$ cat src/lcf_pkg.sv
// Shared constants and types of the CR LF response line framer.
`timescale 1ns / 1ps
`default_nettype none
package lcf_pkg;

    // Buffer size: at most LINE_MAX-1 bytes are held.
    localparam int LINE_MAX = 64;
    localparam int LEN_W    = $clog2(LINE_MAX);
    localparam int BYTE_W   = 8;

    // Highest line length; a store is refused at this length.
    localparam logic [LEN_W-1:0] LEN_LIMIT = LEN_W'(LINE_MAX - 1);

    // Characters with a meaning of their own.
    localparam logic [BYTE_W-1:0] CH_CR = 8'h0D;
    localparam logic [BYTE_W-1:0] CH_LF = 8'h0A;
    localparam logic [BYTE_W-1:0] CH_R  = 8'h52;
    localparam logic [BYTE_W-1:0] CH_D  = 8'h44;
    localparam logic [BYTE_W-1:0] CH_Y  = 8'h59;

    // One result word.
    typedef struct packed {
        logic [BYTE_W-1:0] line_byte;
        logic              last_of_line;
        logic              status;
    } out_item_t;

endpackage
`default_nettype wire

$ cat src/crlf_response_line_framer_top.sv
// Top level of the CR LF response line framer: sequencer around the line RAM.
`timescale 1ns / 1ps
`default_nettype none
// The block takes one received byte per slave word and collects response lines
// in a line RAM until CR LF ends them. A byte after a pending CR also stores the
// held CR, since the CR and the byte are written one after the other through the
// single RAM write port. A completed line is read back and sent byte by byte: each
// byte is read from the RAM, then pushed into the output register once that
// register can take a word; "RDY" lines are dropped silently. Bytes that do
// not fit are dropped and reported by one status word with tuser set. The slave
// side is held only while the sequencer is busy; a result word may wait in the
// output register while the next byte is taken.
module crlf_response_line_framer_top (
    input  wire logic       aclk,
    input  wire logic       aresetn,
    input  wire logic       s_tvalid,
    output logic            s_tready,
    input  wire logic [7:0] s_tdata,   // [7:0] rx_byte
    output logic            m_tvalid,
    input  wire logic       m_tready,
    output logic [7:0]      m_tdata,   // [7:0] line_byte
    output logic            m_tlast,   // last_of_line
    output logic            m_tuser    // [0] status
);

    localparam int LEN_W = lcf_pkg::LEN_W;

    localparam logic [2:0] ST_IDLE    = 3'd0;
    localparam logic [2:0] ST_STORE_B = 3'd1;
    localparam logic [2:0] ST_STATUS  = 3'd2;
    localparam logic [2:0] ST_RD      = 3'd3;
    localparam logic [2:0] ST_EMIT    = 3'd4;

    logic [2:0]       state_reg, state_next;
    logic [LEN_W-1:0] len_reg, len_next;
    logic [LEN_W-1:0] idx_reg, idx_next;
    logic             cr_pend_reg, cr_pend_next;
    logic             rdy_reg, rdy_next;
    logic             drop_reg, drop_next;
    logic [7:0]       byte_reg, byte_next;

    logic             store_en;
    logic [7:0]       store_data;
    logic             store_ok;
    logic             rd_en;
    logic [7:0]       rd_data;
    logic             push;
    lcf_pkg::out_item_t push_item;
    logic             can_push;
    logic             accept;
    logic             last_idx;

    assign s_tready = (state_reg == ST_IDLE);
    assign accept   = s_tvalid && s_tready;
    assign store_ok = (len_reg < lcf_pkg::LEN_LIMIT);
    assign last_idx = (idx_reg == len_reg - LEN_W'(1));

    // Sequencer: decode the byte, write the RAM, read a line back.
    always_comb begin
        state_next   = state_reg;
        len_next     = len_reg;
        idx_next     = idx_reg;
        cr_pend_next = cr_pend_reg;
        drop_next    = drop_reg;
        byte_next    = byte_reg;
        store_en     = 1'b0;
        store_data   = s_tdata;
        rd_en        = 1'b0;
        push         = 1'b0;
        push_item    = '0;
        case (state_reg)
            ST_IDLE: begin
                if (accept) begin
                    if (s_tdata == lcf_pkg::CH_CR) begin
                        cr_pend_next = 1'b1;
                    end else if (s_tdata == lcf_pkg::CH_LF && cr_pend_reg) begin
                        cr_pend_next = 1'b0;
                        idx_next     = '0;
                        if (len_reg != '0) begin
                            if (len_reg == LEN_W'(3) && rdy_reg) begin
                                len_next = '0;
                            end else begin
                                state_next = ST_RD;
                            end
                        end
                    end else if (cr_pend_reg) begin
                        // Store the held CR now and the byte next cycle.
                        cr_pend_next = 1'b0;
                        store_en     = 1'b1;
                        store_data   = lcf_pkg::CH_CR;
                        drop_next    = !store_ok;
                        byte_next    = s_tdata;
                        state_next   = ST_STORE_B;
                    end else begin
                        store_en   = 1'b1;
                        store_data = s_tdata;
                        drop_next  = !store_ok;
                        state_next = store_ok ? ST_IDLE : ST_STATUS;
                    end
                end
            end
            ST_STORE_B: begin
                store_en   = 1'b1;
                store_data = byte_reg;
                drop_next  = drop_reg || !store_ok;
                state_next = (drop_reg || !store_ok) ? ST_STATUS : ST_IDLE;
            end
            ST_STATUS: begin
                push_item.line_byte    = '0;
                push_item.last_of_line = 1'b1;
                push_item.status       = 1'b1;
                if (can_push) begin
                    push       = 1'b1;
                    state_next = ST_IDLE;
                end
            end
            ST_RD: begin
                rd_en      = 1'b1;
                state_next = ST_EMIT;
            end
            ST_EMIT: begin
                push_item.line_byte    = rd_data;
                push_item.last_of_line = last_idx;
                push_item.status       = 1'b0;
                if (can_push) begin
                    push = 1'b1;
                    if (last_idx) begin
                        len_next   = '0;
                        state_next = ST_IDLE;
                    end else begin
                        idx_next   = idx_reg + LEN_W'(1);
                        state_next = ST_RD;
                    end
                end
            end
            default: begin
                state_next = ST_IDLE;
            end
        endcase

        // A store that fits lands at the current length.
        if (store_en && store_ok) begin
            len_next = len_reg + LEN_W'(1);
        end
    end

    // Track whether the first three stored bytes spell RDY.
    always_comb begin
        rdy_next = rdy_reg;
        if (store_en && store_ok) begin
            if (len_reg == LEN_W'(0)) begin
                rdy_next = (store_data == lcf_pkg::CH_R);
            end else if (len_reg == LEN_W'(1)) begin
                rdy_next = rdy_reg && (store_data == lcf_pkg::CH_D);
            end else if (len_reg == LEN_W'(2)) begin
                rdy_next = rdy_reg && (store_data == lcf_pkg::CH_Y);
            end
        end
    end

    always_ff @(posedge aclk) begin
        if (!aresetn) begin
            state_reg   <= ST_IDLE;
            len_reg     <= '0;
            cr_pend_reg <= 1'b0;
            rdy_reg     <= 1'b0;
            drop_reg    <= 1'b0;
            idx_reg     <= '0;
        end else begin
            state_reg   <= state_next;
            len_reg     <= len_next;
            cr_pend_reg <= cr_pend_next;
            rdy_reg     <= rdy_next;
            drop_reg    <= drop_next;
            idx_reg     <= idx_next;
        end
    end

    always_ff @(posedge aclk) begin
        byte_reg <= byte_next;
    end

    // Line storage.
    lcf_ram #(
        .DEPTH (lcf_pkg::LINE_MAX),
        .WIDTH (lcf_pkg::BYTE_W)
    ) u_line_ram (
        .aclk    (aclk),
        .wr_en   (store_en && store_ok),
        .wr_addr (len_reg),
        .wr_data (store_data),
        .rd_en   (rd_en),
        .rd_addr (idx_reg),
        .rd_data (rd_data)
    );

    // Result register toward the master side.
    lcf_out_buf u_out_buf (
        .aclk      (aclk),
        .aresetn   (aresetn),
        .push      (push),
        .push_item (push_item),
        .can_push  (can_push),
        .m_tvalid  (m_tvalid),
        .m_tready  (m_tready),
        .m_tdata   (m_tdata),
        .m_tlast   (m_tlast),
        .m_tuser   (m_tuser)
    );

endmodule
`default_nettype wire

$ cat src/lcf_ram.sv
// Simple dual-port synchronous RAM with a registered read port.
`timescale 1ns / 1ps
`default_nettype none
module lcf_ram #(
    parameter int DEPTH  = 64,
    parameter int WIDTH  = 8,
    parameter int ADDR_W = $clog2(DEPTH)
) (
    input  wire logic              aclk,
    input  wire logic              wr_en,
    input  wire logic [ADDR_W-1:0] wr_addr,
    input  wire logic [WIDTH-1:0]  wr_data,
    input  wire logic              rd_en,
    input  wire logic [ADDR_W-1:0] rd_addr,
    output logic      [WIDTH-1:0]  rd_data
);

    logic [WIDTH-1:0] mem [DEPTH];
    logic [WIDTH-1:0] rd_data_reg;

    // Write port.
    always_ff @(posedge aclk) begin
        if (wr_en) begin
            mem[wr_addr] <= wr_data;
        end
    end

    // Registered read port; the data holds while no read is issued.
    always_ff @(posedge aclk) begin
        if (rd_en) begin
            rd_data_reg <= mem[rd_addr];
        end
    end

    assign rd_data = rd_data_reg;

endmodule
`default_nettype wire

$ cat src/lcf_out_buf.sv
// Output register that holds one result word for the master side.
`timescale 1ns / 1ps
`default_nettype none
module lcf_out_buf (
    input  wire logic              aclk,
    input  wire logic              aresetn,
    input  wire logic              push,
    input  wire lcf_pkg::out_item_t push_item,
    output logic                   can_push,
    output logic                   m_tvalid,
    input  wire logic              m_tready,
    output logic [7:0]             m_tdata,
    output logic                   m_tlast,
    output logic                   m_tuser
);

    logic               valid_reg;
    logic               valid_next;
    lcf_pkg::out_item_t item_reg;

    // A new word may enter when the register is empty or being drained.
    assign can_push   = !valid_reg || m_tready;
    assign valid_next = push ? 1'b1 : (m_tready ? 1'b0 : valid_reg);

    always_ff @(posedge aclk) begin
        if (!aresetn) begin
            valid_reg <= 1'b0;
        end else begin
            valid_reg <= valid_next;
        end
    end

    always_ff @(posedge aclk) begin
        if (push) begin
            item_reg <= push_item;
        end
    end

    assign m_tvalid = valid_reg;
    assign m_tdata  = item_reg.line_byte;
    assign m_tlast  = item_reg.last_of_line;
    assign m_tuser  = item_reg.status;

endmodule
`default_nettype wire

$ cat config.mk
export PLATFORM = sky130hd
export DESIGN_NAME = crlf_response_line_framer_top
export DESIGN_NICKNAME = d
export VERILOG_FILES = /design/src/lcf_pkg.sv /design/src/crlf_response_line_framer_top.sv /design/src/lcf_ram.sv /design/src/lcf_out_buf.sv
export SDC_FILE = /design/constraint.sdc
export NUM_CORES = 1
export LEC_CHECK = 0
export ABC_CLOCK_PERIOD_IN_PS = 4200
export BUFFER_PORTS_ARGS = -buffer_cell sky130_fd_sc_hd__buf_2
export CORE_AREA = 2 2 248 250
export CTS_BUF_LIST = sky130_fd_sc_hd__clkbuf_8
export CTS_CLUSTER_DIAMETER = 80
export CTS_CLUSTER_SIZE = 28
export DETAILED_ROUTE_END_ITERATION = 16
export DIE_AREA = 0 0 250 252
export HOLD_SLACK_MARGIN = 0.05
export PLACE_DENSITY_LB_ADDON = 0.1
export SYNTH_ARGS = -nofsm -noshare
export SYNTH_HDL_FRONTEND = slang
export SYNTH_SLANG_ARGS = --single-unit
$ cat constraint.sdc
create_clock -name aclk -period 4.2 [get_ports aclk]
set_input_delay 0.63 -clock aclk [delete_from_list [all_inputs] [get_ports aclk]]
set_output_delay 0.63 -clock aclk [all_outputs]
set_load 0.02 [all_outputs]
Word-level counts from Yosys, hierarchy flattened
Memories as Yosys holds them, arrays and structs flattened. A register that Yosys moved wholly into a read port is not among the register bits.
Index checks and enable logic that the tools add are counted.
{"block": "op_classes", "add_sub_neg": 3, "n_lt_le_gt_ge": 1, "eq_ne": 29, "muxes": 52, "n_bitwise": 2, "n_reduce_logical": 26}
{"op": "6-bit two-way mux", "n": 13}
{"op": "8-bit two-way mux", "n": 4}
{"op": "8-bit by 7-bit == test with 1-bit output, second input constant", "n": 3}
{"op": "6-bit one-hot mux with 2 select lines", "n": 2}
{"op": "3-bit two-way mux", "n": 7}
{"op": "10-bit one-hot mux with 2 select lines", "n": 1}
{"op": "1-bit two-way mux", "n": 17}
{"op": "8-bit by 4-bit == test with 1-bit output, second input constant", "n": 2}
{"op": "8-bit one-hot mux with 2 select lines", "n": 1}
{"op": "3-bit one-hot mux with 5 select lines", "n": 1}
{"op": "6-bit by 1-bit adder with 6-bit output, second input constant", "n": 2}
{"op": "6-bit by 2-bit == test with 1-bit output, second input constant", "n": 2}
{"op": "3-bit by 1-bit inequality test with 1-bit output, second input constant", "n": 4}
{"op": "3-bit by 2-bit inequality test with 1-bit output, second input constant", "n": 4}
{"op": "6-bit AND reduction", "n": 2}
{"op": "2-bit inequality test, second input constant", "n": 5}
{"op": "2-bit two-way mux", "n": 4}
{"op": "8-bit AND reduction", "n": 1}
{"op": "3-bit by 2-bit == test with 1-bit output, second input constant", "n": 2}
{"op": "6-bit by 1-bit == test with 1-bit output, second input constant", "n": 1}
{"op": "6-bit == test", "n": 1}
{"op": "1-bit logical AND", "n": 6}
{"op": "6-bit zero test", "n": 1}
{"op": "6-bit < comparator, second input constant", "n": 1}
{"op": "17 further kinds", "n": 26}
{"block": "word_totals", "ff_bits": 37, "ramBits": 512, "in_bits": 12, "out_inout_bits": 12, "memories": 1}
{"memory": "u_line_ram.mem", "words": 64, "width": 8, "rd": 1, "rd_clocked_by_memory_dff": 1, "wr": 1, "line": "lcf_ram.sv:18", "source": "logic [WIDTH-1:0] mem [DEPTH];"}

Longest topological paths before layout
{"block": "logic_depth", "ltp_word": 11, "mapped_depth": 10}

By module
From an unflattened synthesis, not the netlist that was laid out.
{"block": "hier_totals", "cells_unflattened": 1179, "hier_area_um2": 22517.8}
{"module": "lcf_ram", "n_inst": 1, "cells_per_inst": 940, "area_per_inst_um2": 20246.9, "seq_area_each_um2": 15615.0}
{"module": "crlf_response_line_framer_top", "n_inst": 1, "cells_per_inst": 225, "area_per_inst_um2": 1921.8, "seq_area_each_um2": 600.6}
{"module": "lcf_out_buf", "n_inst": 1, "cells_per_inst": 14, "area_per_inst_um2": 349.1, "seq_area_each_um2": 320.3}

Worst setup path after synthesis
No wires, ideal clock.
{"block": "synth_timing", "path_kind": "input -> register", "startpoint": "in s_tvalid", "endpoint": "reg rdy_reg", "setup_time_ns": 0.060, "t_arrival_ns": 3.733, "setup_slack_ns": 0.408, "stages": 6, "path_cell_list": "nor4b_2 > nand2_1 > o211ai_1 > a32oi_1 > o22ai_1 > a41o_1"}
{"block": "synth_between", "elab_chain_cells": 8, "elab_cells_between_ends": 15, "cone_classes": "eq/ne: 3; mux: 7; reduce/logical: 5"}
{"element": "from (decl)", "line": "crlf_response_line_framer_top.sv:16", "source": "input wire logic s_tvalid,"}
{"element": "1-bit logical AND (*)", "line": "crlf_response_line_framer_top.sv:54", "source": "assign accept = s_tvalid && s_tready;"}
{"element": "8-bit two-way mux (*)", "line": "crlf_response_line_framer_top.sv:73", "source": "if (accept) begin"}
{"element": "8-bit one-hot mux with 2 select lines (*)", "line": "crlf_response_line_framer_top.sv:71", "source": "case (state_reg)"}
{"element": "named net store_data[0]", "line": "crlf_response_line_framer_top.sv:43", "source": "logic [7:0] store_data;"}
{"element": "8-bit by 7-bit == test with 1-bit output", "line": "crlf_response_line_framer_top.sv:156", "source": "rdy_next = rdy_reg && (store_data == lcf_pkg::CH_Y);"}
{"element": "1-bit logical AND", "line": "crlf_response_line_framer_top.sv:156"}
{"element": "1-bit two-way mux", "line": "crlf_response_line_framer_top.sv:155", "source": "end else if (len_reg == LEN_W'(2)) begin"}
{"element": "1-bit two-way mux", "line": "crlf_response_line_framer_top.sv:153", "source": "end else if (len_reg == LEN_W'(1)) begin"}
{"element": "1-bit two-way mux (*)", "line": "crlf_response_line_framer_top.sv:151", "source": "if (len_reg == LEN_W'(0)) begin"}
{"element": "to (signal assigned)", "line": "crlf_response_line_framer_top.sv:173", "source": "rdy_reg <= rdy_next;"}
{"element": "to (decl)", "line": "crlf_response_line_framer_top.sv:38", "source": "logic rdy_reg, rdy_next;"}
The timed path passes the listed nets; every way through them passes the cells marked *. The select of a mux whose other input is x is not followed.
A chain may end at the register's enable or synchronous reset.

Worst setup path in the final report
{"block": "layout_timing", "startpoint": "reg len_reg[2]", "endpoint": "reg len_reg[3]"}
{"block": "layout_between", "elab_chain_cells": 4, "elab_cells_between_ends": 18, "cone_classes": "add/sub: 2; order compare: 1; eq/ne: 9; mux: 1; reduce/logical: 5"}
{"element": "from (decl)", "line": "crlf_response_line_framer_top.sv:35", "source": "logic [LEN_W-1:0] len_reg, len_next;"}
{"element": "from (signal assigned)", "line": "crlf_response_line_framer_top.sv:171", "source": "len_reg <= len_next;"}
{"element": "6-bit by 1-bit subtractor with 6-bit output, or another cell as far along", "line": "crlf_response_line_framer_top.sv:56", "source": "assign last_idx = (idx_reg == len_reg - LEN_W'(1));"}
{"element": "6-bit == test, or another cell as far along", "line": "crlf_response_line_framer_top.sv:56"}
{"element": "3-bit by 2-bit inequality test with 1-bit output (no line), or another cell as far along"}
{"element": "8-bit AND reduction (no line)"}
Parallel ways exist; a longest one is shown, timed or not.

==> results.cfg <==
[clock_tree]
postCtsHoldBufs = 0
cts_root_buf = clkbuf_8
cts_tree = built
cts_buffers = 31
clk_pin_slew_ps = 140
clk_path_buf_depth = 3
clock_latency_ps = 700
numClockSinks = 557
cts.htree.levels = 1
cts_resized = 0
cts_setup_buffers = 0

[final_layout]
largest_reg_flops = 512
area_delta_synth_final_pct = 9.41
regMostFlops = u_line_ram.mem
drive_above_1_share_pct = 26.3
nNetsFinal = 1128
stdcell_count = 1916
final_util_pct = 40.2

[synth]
yosysTopAreaCellShare_pct = 73.1
ys_seq_area_share_pct = 74.8
yosysTopAreaCell = edfxtp_1
ys_seq_elements = 557
yosysWarnings = 0
async_flop_share_pct = 0
synth_most_common_cell = edfxtp_1
synth_cells = 1078
synth_area_leaders = edfxtp_1, mux4_2, dfxtp_1
dominantRegCellSynth = edfxtp_1
synth_commonest_cells = edfxtp_1, mux4_2, nor2_1
netlist_area_sq_um = 22100
syn_avg_cell_area_sq_um = 20.5
syn_nets = 1095
ys_types = 54
synth-edff-count = 538

[place]
pre_cts_ws_ps = 822
port_buffers = 23
dp_cells = 1860
hpwl_microns = 33700
globalplace.congestion = 0.858

[sta]
fmax_ghz = 0.332
rsz0062_at_grt = no
min_period_ps = 3010
slew_violations = 0
slew_headroom_pct = 26.5
clock_skew_ps = 39.3
finalCritPeriodShare_pct = 71.6
tns_ps = 0
hold_ws_ps = 140
setup_viol = 0
worstMarginPinSlew_ps = 1100
hold_violations = 0
layout_setup_ws_ps = 1190

[drt]
routed_wl_microns = 52300
drt_first_pass_iters = 7
ant_nets = 0
vias_per_cell = 5.40
avgRoutedWirePerCell_microns = 27.3
drc = 0
route.vias.total = 10300
first_iter_violations = 993

[setup_path]
end_kind = flop
critPathMaxFanout = 18
critPathTopFamily = compound AO/OA/AOI/OAI gates
slowest_stage = dfxtp_1
cp.arrival_ps = 3550
max_stage_delay_ps = 530
r2r-start = len_reg[2]
critPathLaunch = len_reg[2]
start_kind = flop
critPathKind = flop to flop
cp_num_buf_inv = 1
cp_cell_sequence = or3_1 > buf_4 > or4_4 > a2111oi_4 > a31oi_2 > o31ai_4 > a31oi_1
critPathRequiredTime_ps = 4740

[global_route]
grt_max_degree = 60
grt.total_usage_pct = 16.8
first_global_vias = 10500
antenna_found_initial = 1
grt-ovfl-total = 0
grt_first_pass_wirelength_microns = 77100

[floorplan]
num_io_pins = 24
dieHeight_microns = 252
design.core.area_sq_um = 60100
dieArea_sq_um = 63000
start_util_pct = 36.8
die-width_microns = 250
row_count = 90

[min_path]
min_from = s_tdata[4]
hold_class = input port to flop

[power_and_ir_drop]
power_density_nw_per_um2 = 380
ir_drop_mv = 0.191
power_leakage_nw = 7.08

[run_status]
status = finished, final reports clean

[run]
drv_cap = 0
-- worst register-to-register path, cell delays in order, from the launching register on --
cell and delay (ps):
dfxtp_1 530, or3_1 390, buf_4 220, or4_4 520, a2111oi_4 480, a31oi_2 200
o31ai_4 410, a31oi_1 130
-- cell usage in the layout, fill, tap and decap left out, drive strengths merged, types with 17 or more instances in the layout --
cell / count
clkbuf: 31
dfxtp: 19
buf: 60
o21ai: 18
nand2: 34
a22oi: 17
edfxtp: 538
nor2: 80
mux4: 160
inv: 19
-- path summary, 6_finish.rpt --
path	to	cells past startpoint	slack (ps)
worst max-delay path	len_reg[3]	7	1190
worst min-delay path	byte_reg[4]	1	140
worst max register to register	len_reg[3]	7	1190
worst min register to register	u_out_buf.m_tdata[4]	1	530
-- per-stage QoR --
stage                     instance area (sq um)  total power, mW
after CTS                                 24200             9.29
after detailed placement                  23400             6.49
after global routing                      24200             9.49
after floorplan                           22100             6.35
final                                     24200             9.19
after global placement                    23400             6.49
-- kinds of logic after synthesis --
group	share of synthesized area, %
DFF	74.8
and+or+nand+nor	4.14
muxes	16.7
AOI/OAI and AO/OA	2.55
buffers and inverters	1.23
xor gates and xnor gates	0.317
adders and majority gates	0.283
-- layer usage --
metal / vias up / part of all wire [%] / routed length, microns / GRT usage, %
met4: 0 / 1.5 / 801 / 3.34
met2: 263 / 46 / 24100 / 26.4
li1: 4504 / - / - / -
met3: 51 / 5.0 / 2600 / 2.23
met5: - / 0 / 0 / 0
met1: 5529 / 47 / 24800 / 25.3
-- area by class of cell --
cell class | count | area (sq um)
timing repair buffer | 60 | 531
sequential | 557 | 16500
tap | 782 | 978
multi-input combinational | 453 | 5350
clock inverter | 23 | 332
inverter | 8 | 30.0
antenna | 2 | 5.00
clock buffer | 31 | 427
fill | 5335 | 35900
-- power breakdown --
group / total (mW) / switching (mW) / internal (mW) / leakage, nW
combinational: 0.258 / 0.198 / 0.0602 / 1.69
clock: 2.83 / 1.89 / 0.941 / 0.374
sequential: 6.10 / 0.00872 / 6.09 / 5.01
No activity file was read; power rests on OpenSTA's default activity.
